## src/rtl/fpcv_pkg.sv

```systemverilog
// Shared types, constants and the CRC-32 byte update for the framed packet validator.
// No dependencies; imported by fpcv_frame_check and the top level.
`default_nettype none

package fpcv_pkg;

    localparam int MAX_PACKET_BYTES = 65536;
    localparam int HEADER_BYTES     = 40;
    localparam int POS_WIDTH        = $clog2(MAX_PACKET_BYTES + 1);
    localparam int HDR_BITS         = HEADER_BYTES * 8;

    localparam logic [31:0] CRC_POLY = 32'hEDB8_8320;
    localparam logic [31:0] CRC_INIT = 32'hFFFF_FFFF;

    typedef enum logic [1:0] {
        STATUS_ACCEPTED     = 2'd0,
        STATUS_TOO_SHORT    = 2'd1,
        STATUS_LEN_MISMATCH = 2'd2,
        STATUS_CRC_MISMATCH = 2'd3
    } frame_status_t;

    typedef struct packed {
        frame_status_t frame_status;
        logic [31:0]   image_width;
        logic [31:0]   image_height;
        logic [31:0]   row_stride;
        logic [7:0]    pixel_format;
        logic [7:0]    camera_number;
        logic [63:0]   time_word;
        logic [63:0]   frame_sequence;
        logic [15:0]   payload_length;
        logic [31:0]   accepted_total;
        logic [31:0]   dropped_total;
        logic [63:0]   byte_total;
    } frame_result_t;

    // Reflected CRC-32 update over one byte, least significant bit first.
    function automatic logic [31:0] crc32_byte(input logic [31:0] crc_in,
                                               input logic [7:0]  data);
        logic [31:0] c;
        c = crc_in ^ {24'd0, data};
        for (int k = 0; k < 8; k++) begin
            c = c[0] ? ((c >> 1) ^ CRC_POLY) : (c >> 1);
        end
        return c;
    endfunction

endpackage

`default_nettype wire

```

## src/rtl/fpcv_frame_check.sv

```systemverilog
// Per-packet state: header capture, payload CRC, byte position and frame counters.
// Depends on fpcv_pkg; produces the result of a packet on the step that carries its last word.
`default_nettype none

module fpcv_frame_check
    import fpcv_pkg::*;
(
    input  wire logic          aclk,
    input  wire logic          aresetn,
    input  wire logic          step_valid,
    input  wire logic [7:0]    data_byte,
    input  wire logic          last_byte,
    output frame_result_t      result
);

    logic [POS_WIDTH-1:0] pos_reg, pos_next;
    logic [HDR_BITS-1:0]  hdr_reg, hdr_next;
    logic [31:0]          crc_reg, crc_next;
    logic                 oversize_reg, oversize_next;
    logic [31:0]          accepted_reg, accepted_next;
    logic [31:0]          dropped_reg, dropped_next;
    logic [63:0]          bytes_reg, bytes_next;

    logic [POS_WIDTH-1:0] pos_step;
    logic [31:0]          crc_step;
    logic                 oversize_step;
    logic [15:0]          payload;
    logic [31:0]          declared;
    logic [31:0]          check;
    frame_status_t        status;

    always_comb begin
        pos_step      = pos_reg;
        crc_step      = crc_reg;
        oversize_step = oversize_reg;
        hdr_next      = hdr_reg;
        if (pos_reg == POS_WIDTH'(MAX_PACKET_BYTES)) begin
            // Bytes past the size limit are not captured or hashed.
            oversize_step = 1'b1;
        end else begin
            if (pos_reg < POS_WIDTH'(HEADER_BYTES)) begin
                // After the 40th header byte, byte k sits at bits 8k+7:8k.
                hdr_next = {data_byte, hdr_reg[HDR_BITS-1:8]};
            end else begin
                crc_step = crc32_byte(crc_reg, data_byte);
            end
            pos_step = pos_reg + POS_WIDTH'(1);
        end
    end

    assign declared = hdr_next[287:256];
    assign check    = hdr_next[319:288];
    assign payload  = 16'(pos_step - POS_WIDTH'(HEADER_BYTES));

    always_comb begin
        if (pos_step < POS_WIDTH'(HEADER_BYTES)) begin
            status = STATUS_TOO_SHORT;
        end else if (oversize_step || (declared != {16'd0, payload})) begin
            status = STATUS_LEN_MISMATCH;
        end else if ((crc_step ^ CRC_INIT) != check) begin
            status = STATUS_CRC_MISMATCH;
        end else begin
            status = STATUS_ACCEPTED;
        end
    end

    always_comb begin
        pos_next      = pos_reg;
        crc_next      = crc_reg;
        oversize_next = oversize_reg;
        accepted_next = accepted_reg;
        dropped_next  = dropped_reg;
        bytes_next    = bytes_reg;
        if (step_valid) begin
            if (last_byte) begin
                pos_next      = '0;
                crc_next      = CRC_INIT;
                oversize_next = 1'b0;
                if (status == STATUS_ACCEPTED) begin
                    accepted_next = accepted_reg + 32'd1;
                    bytes_next    = bytes_reg + 64'(pos_step);
                end else begin
                    dropped_next = dropped_reg + 32'd1;
                end
            end else begin
                pos_next      = pos_step;
                crc_next      = crc_step;
                oversize_next = oversize_step;
            end
        end
    end

    always_comb begin
        result                = '0;
        result.frame_status   = status;
        result.payload_length = (status == STATUS_TOO_SHORT) ? 16'd0 : payload;
        result.accepted_total = accepted_next;
        result.dropped_total  = dropped_next;
        result.byte_total     = bytes_next;
        if (status == STATUS_ACCEPTED) begin
            result.image_width    = hdr_next[31:0];
            result.image_height   = hdr_next[63:32];
            result.row_stride     = hdr_next[95:64];
            result.pixel_format   = hdr_next[103:96];
            result.camera_number  = hdr_next[111:104];
            result.time_word      = hdr_next[191:128];
            result.frame_sequence = hdr_next[255:192];
        end
    end

    always_ff @(posedge aclk) begin
        if (!aresetn) begin
            pos_reg      <= '0;
            crc_reg      <= CRC_INIT;
            oversize_reg <= 1'b0;
            accepted_reg <= '0;
            dropped_reg  <= '0;
            bytes_reg    <= '0;
        end else begin
            pos_reg      <= pos_next;
            crc_reg      <= crc_next;
            oversize_reg <= oversize_next;
            accepted_reg <= accepted_next;
            dropped_reg  <= dropped_next;
            bytes_reg    <= bytes_next;
        end
    end

    // A header is only read once all 40 of its bytes have been shifted in.
    always_ff @(posedge aclk) begin
        if (step_valid) begin
            hdr_reg <= hdr_next;
        end
    end

endmodule

`default_nettype wire

```

## src/rtl/framed_packet_crc_validator_top.sv

```systemverilog
// Top level of the framed packet validator: input word register, checker, result register.
// Depends on fpcv_pkg and fpcv_frame_check.
//
// Usage:
//   The input channel (s_valid/s_ready) carries one packet byte per word, with
//   s_last_byte marking the final byte. The first 40 bytes are the header; the
//   rest is payload that is counted and run through CRC-32.
//   The result channel (m_valid/m_ready) delivers one word per packet: status,
//   header fields (zero on a drop), payload length and the running totals.
//   Throughput is one byte per cycle save for last-byte stalls; the byte-wide
//   CRC update and header capture sit between the input and result registers.
//   m_valid rises once the last byte is loaded into the result register.
//   When the receiver stalls, payload bytes keep flowing; only a last byte
//   waits in the input register until the result register is free.
//   Synchronous active-low reset clears the packet position, CRC register,
//   counters and both valid flags; the block is ready in the next cycle.
`default_nettype none

module framed_packet_crc_validator_top
    import fpcv_pkg::*;
(
    input  wire logic        aclk,
    input  wire logic        aresetn,
    input  wire logic        s_valid,
    output logic             s_ready,
    input  wire logic [7:0]  s_data_byte,
    input  wire logic        s_last_byte,
    output logic             m_valid,
    input  wire logic        m_ready,
    output logic [1:0]       m_frame_status,
    output logic [31:0]      m_image_width,
    output logic [31:0]      m_image_height,
    output logic [31:0]      m_row_stride,
    output logic [7:0]       m_pixel_format,
    output logic [7:0]       m_camera_number,
    output logic [63:0]      m_time_word,
    output logic [63:0]      m_frame_sequence,
    output logic [15:0]      m_payload_length,
    output logic [31:0]      m_accepted_total,
    output logic [31:0]      m_dropped_total,
    output logic [63:0]      m_byte_total
);

    logic          in_valid_reg, in_valid_next;
    logic [7:0]    in_data_reg;
    logic          in_last_reg;
    logic          out_valid_reg, out_valid_next;
    frame_result_t out_reg;
    frame_result_t result;
    logic          advance;
    logic          load_out;

    // Payload words never need the result register, so only a last word can stall.
    assign advance  = in_valid_reg && (!in_last_reg || !out_valid_reg || m_ready);
    assign load_out = advance && in_last_reg;
    assign s_ready  = !in_valid_reg || advance;

    fpcv_frame_check u_check (
        .aclk       (aclk),
        .aresetn    (aresetn),
        .step_valid (advance),
        .data_byte  (in_data_reg),
        .last_byte  (in_last_reg),
        .result     (result)
    );

    always_comb begin
        in_valid_next = in_valid_reg;
        if (s_ready) begin
            in_valid_next = s_valid;
        end
        out_valid_next = out_valid_reg;
        if (load_out) begin
            out_valid_next = 1'b1;
        end else if (m_ready) begin
            out_valid_next = 1'b0;
        end
    end

    always_ff @(posedge aclk) begin
        if (!aresetn) begin
            in_valid_reg  <= 1'b0;
            out_valid_reg <= 1'b0;
        end else begin
            in_valid_reg  <= in_valid_next;
            out_valid_reg <= out_valid_next;
        end
    end

    always_ff @(posedge aclk) begin
        if (s_valid && s_ready) begin
            in_data_reg <= s_data_byte;
            in_last_reg <= s_last_byte;
        end
        if (load_out) begin
            out_reg <= result;
        end
    end

    assign m_valid          = out_valid_reg;
    assign m_frame_status   = out_reg.frame_status;
    assign m_image_width    = out_reg.image_width;
    assign m_image_height   = out_reg.image_height;
    assign m_row_stride     = out_reg.row_stride;
    assign m_pixel_format   = out_reg.pixel_format;
    assign m_camera_number  = out_reg.camera_number;
    assign m_time_word      = out_reg.time_word;
    assign m_frame_sequence = out_reg.frame_sequence;
    assign m_payload_length = out_reg.payload_length;
    assign m_accepted_total = out_reg.accepted_total;
    assign m_dropped_total  = out_reg.dropped_total;
    assign m_byte_total     = out_reg.byte_total;

endmodule

`default_nettype wire

```

## config.mk

```make
export PLATFORM = sky130hd
export DESIGN_NAME = framed_packet_crc_validator_top
export DESIGN_NICKNAME = d
export VERILOG_FILES = /design/src/rtl/fpcv_pkg.sv /design/src/rtl/fpcv_frame_check.sv /design/src/rtl/framed_packet_crc_validator_top.sv
export SDC_FILE = /design/constraint.sdc
export NUM_CORES = 1
export LEC_CHECK = 0
export BUFFER_PORTS_ARGS = -buffer_cell sky130_fd_sc_hd__buf_2
export CAP_MARGIN = 20
export CORE_MARGIN = 5
export CORE_UTILIZATION = 40
export CTS_CLUSTER_DIAMETER = 50
export CTS_CLUSTER_SIZE = 10
export DETAILED_ROUTE_END_ITERATION = 16
export HOLD_SLACK_MARGIN = 0.08
export PLACE_DENSITY_LB_ADDON = 0.08
export SYNTH_ARGS = -nofsm -noshare
export SYNTH_HDL_FRONTEND = slang
export SYNTH_SLANG_ARGS = --single-unit
```

## constraint.sdc

```tcl
create_clock -name aclk -period 27.3 [get_ports aclk]
set_clock_uncertainty 0.2 [all_clocks]
set_input_delay 8.19 -clock aclk [delete_from_list [all_inputs] [get_ports aclk]]
set_output_delay 8.19 -clock aclk [all_outputs]
set_load 0.01 [all_outputs]
```

==> flow_summary.ini <==
[status]
outcome = finished, final reports clean

[cells_and_area]
fin_cells = 5333
largest_register_ffs = 320
final_cell_mix = 1007 x nand2_1, 715 x edfxtp_1, 400 x buf_2, 289 x a21oi_1, 180 x dfxtp_1
final_common_cell = nand2_1
antennaDiodeCount = 0
drive_above_1_share_pct = 18.5
fin_nets = 3999
syn_to_final_growth_pct = 17.1
nFillCells = 9156

[run]
max-cap-violations = 0

[timing]
fmax_mhz = 58.2
finalWorstSetupSlack_ps = 10110
hold-worst-slack_ps = 217
setup_viol = 0
finalHoldViolations = 0
final.min_clock_period_ps = 17190
setup_tns_ps = 0
drv_slew = 0
min_period_over_period_pct = 63.0
tightest_slew_ps = 1100
rsz0062_at_grt = no
max_slew_margin_pct = 26.5

[grt]
grt_pass1_vias = 27100
grt_pass1_wl_mm = 166
grt_util_all_layers_pct = 19.8
grt_max_degree = 189
grt-ovfl-total = 0
grt_antenna_before_repair = 2

[pwr]
vdd_drop_max_mv = 0.0453
power_density_mw_per_mm2 = 65.7
leakagePower_nw = 19.4

[placed_design]
placed_cells = 5134
gp_congestion = 0.850
pre_cts_ws_ps = 10100
io_buffers = 400
dp_hpwl_mm = 71.2

[synthesis]
syn_area_per_cell_um2 = 11.1
synth_seq_cells = 895
ys_warn_count = 0
synth_cells = 3590
seq_area_frac_synth_pct = 62.8
ys.flop_type = edfxtp_1
synthArstFlopShare_pct = 0
syn_area_mm2 = 0.0399
synth_edf_count = 715
syn-num-nets = 3620
ys_types = 89

[clock_tree]
cts_buffers = 117
cts_setup_buffers = 0
numClockSinks = 895
cts.clk_slew.worst_paths_ps = 60
holdBufCountCts = 0
htree_num_levels = 3
clock-root-buffer = clkbuf_16
clock_latency_ps = 690
ctsResizeCount = 0
cts_buffer_depth = 3
cts_tree = yes

[min_path]
hold_path_class = reg2reg
min_from = u_check.hdr_reg[122]
whs_path_depth = 0
hold_path_end = u_check.hdr_reg[114]

[floorplan]
core_mm2 = 0.0987
initial_core_util_pct = 40.4
die_x_um = 326
io_pins = 401
rows = 115
die_h_um = 326
die-area_mm2 = 0.106

[detailed_routing]
drtPass1Iterations = 6
drcViolationCount = 0
wl_per_cell_um = 20.6
wirelength_mm = 110
vias = 28300
ant_nets = 0
first_iter_violations = 2414
vias_per_cell = 5.30

[worst_setup_path]
ff2ff_setup_slack_ps = 20030
end_kind = output port
arrival_ps = 8800
crit_chain = buf_2, nor2b_1, nand3_1, buf_2
rr_worst_depth = 15
worstSetupPathType = in2out
cp_common_cell = buf_2
critical_path.slowest_cell = nor2b_1
cpPeakStageDelay_ps = 220
critPathLaunchType = primary input
reg2reg_from = u_check.pos_reg[3]
worstPathRequired_ps = 18910
r2r_end = m_time_word[7]
crit_fanout = 4
-- per-layer routing --
layer	GRT usage, %	vias to the layer above	wire length [um]	part of all wire (%)
met4	5.66	2	3070	2.8
met5	0	-	13	0.012
li1	-	13600	-	-
met3	4.09	165	6360	5.8
met1	27.9	13700	50100	46
met2	31.2	759	50000	46
-- cell type report --
class	count	area [um2]	area share [%]
sequential	895	25100	53.6
multi-input combinational	2450	13800	29.5
clock buffer	155	3160	6.76
timing repair buffer	445	2380	5.10
tap	1287	1610	3.44
clock inverter	41	490	1.05
inverter	60	241	0.517
-- worst max path at each step --
stage	startpoint	to	slack, ps
floorplan	m_ready	m_dropped_total[25]	6560
CTS	m_ready	s_ready	10100
detailed placement	m_ready	s_ready	10100
finish	m_ready	s_ready	10110
global route	m_ready	s_ready	10040
global placement	m_ready	s_ready	10120
-- kinds of logic after synthesis --
logic type / Yosys count / synth area share (%)
buffers and inverters: 245 / 2.78
DFF: 895 / 62.8
AOI/OAI and AO/OA: 617 / 9.57
and+or+nand+nor: 1558 / 17.6
xor gates and xnor gates: 192 / 4.99
muxes: 64 / 1.67
adders and majority gates: 19 / 0.602
-- critical path: cells and delay by family --
kind / cells / cell delay [ps]
and+or+nand+nor: 2 / 350
buffers and inverters: 2 / 260
-- report_power, final --
part	internal, mW	switching [mW]
Sequential	1.50	0.0135
Combinational	0.0294	0.0715
Clock	0.874	0.587
Total	2.40	0.672
-- synthesized netlist by cell type (40+ instances only) --
cell type	n	area [um2]
a21oi_2	71	622
edfxtp_1	715	21500
nand2_1	1009	3790
o21ai_0	91	455
and3_1	45	282
dfxtp_1	180	3600
nand3_1	93	465
nor3_1	40	200
clkbuf_1	145	544
inv_1	58	218
or3_1	58	363
nor2_1	78	293
xnor2_1	106	928
xor2_1	61	534
mux2i_1	44	440
a21oi_1	289	1450
-- through the flow --
stage               util, %  instance area [um2]  power [mW]
floorplan                 -                39900        1.62
global placement       43.6                43100        1.64
detailed placement     43.6                43100        1.64
CTS                    47.3                46700        3.11
global route           47.4                46700        3.18
finish                 47.4                46700        3.07
(Power assumes the default switching activity.)
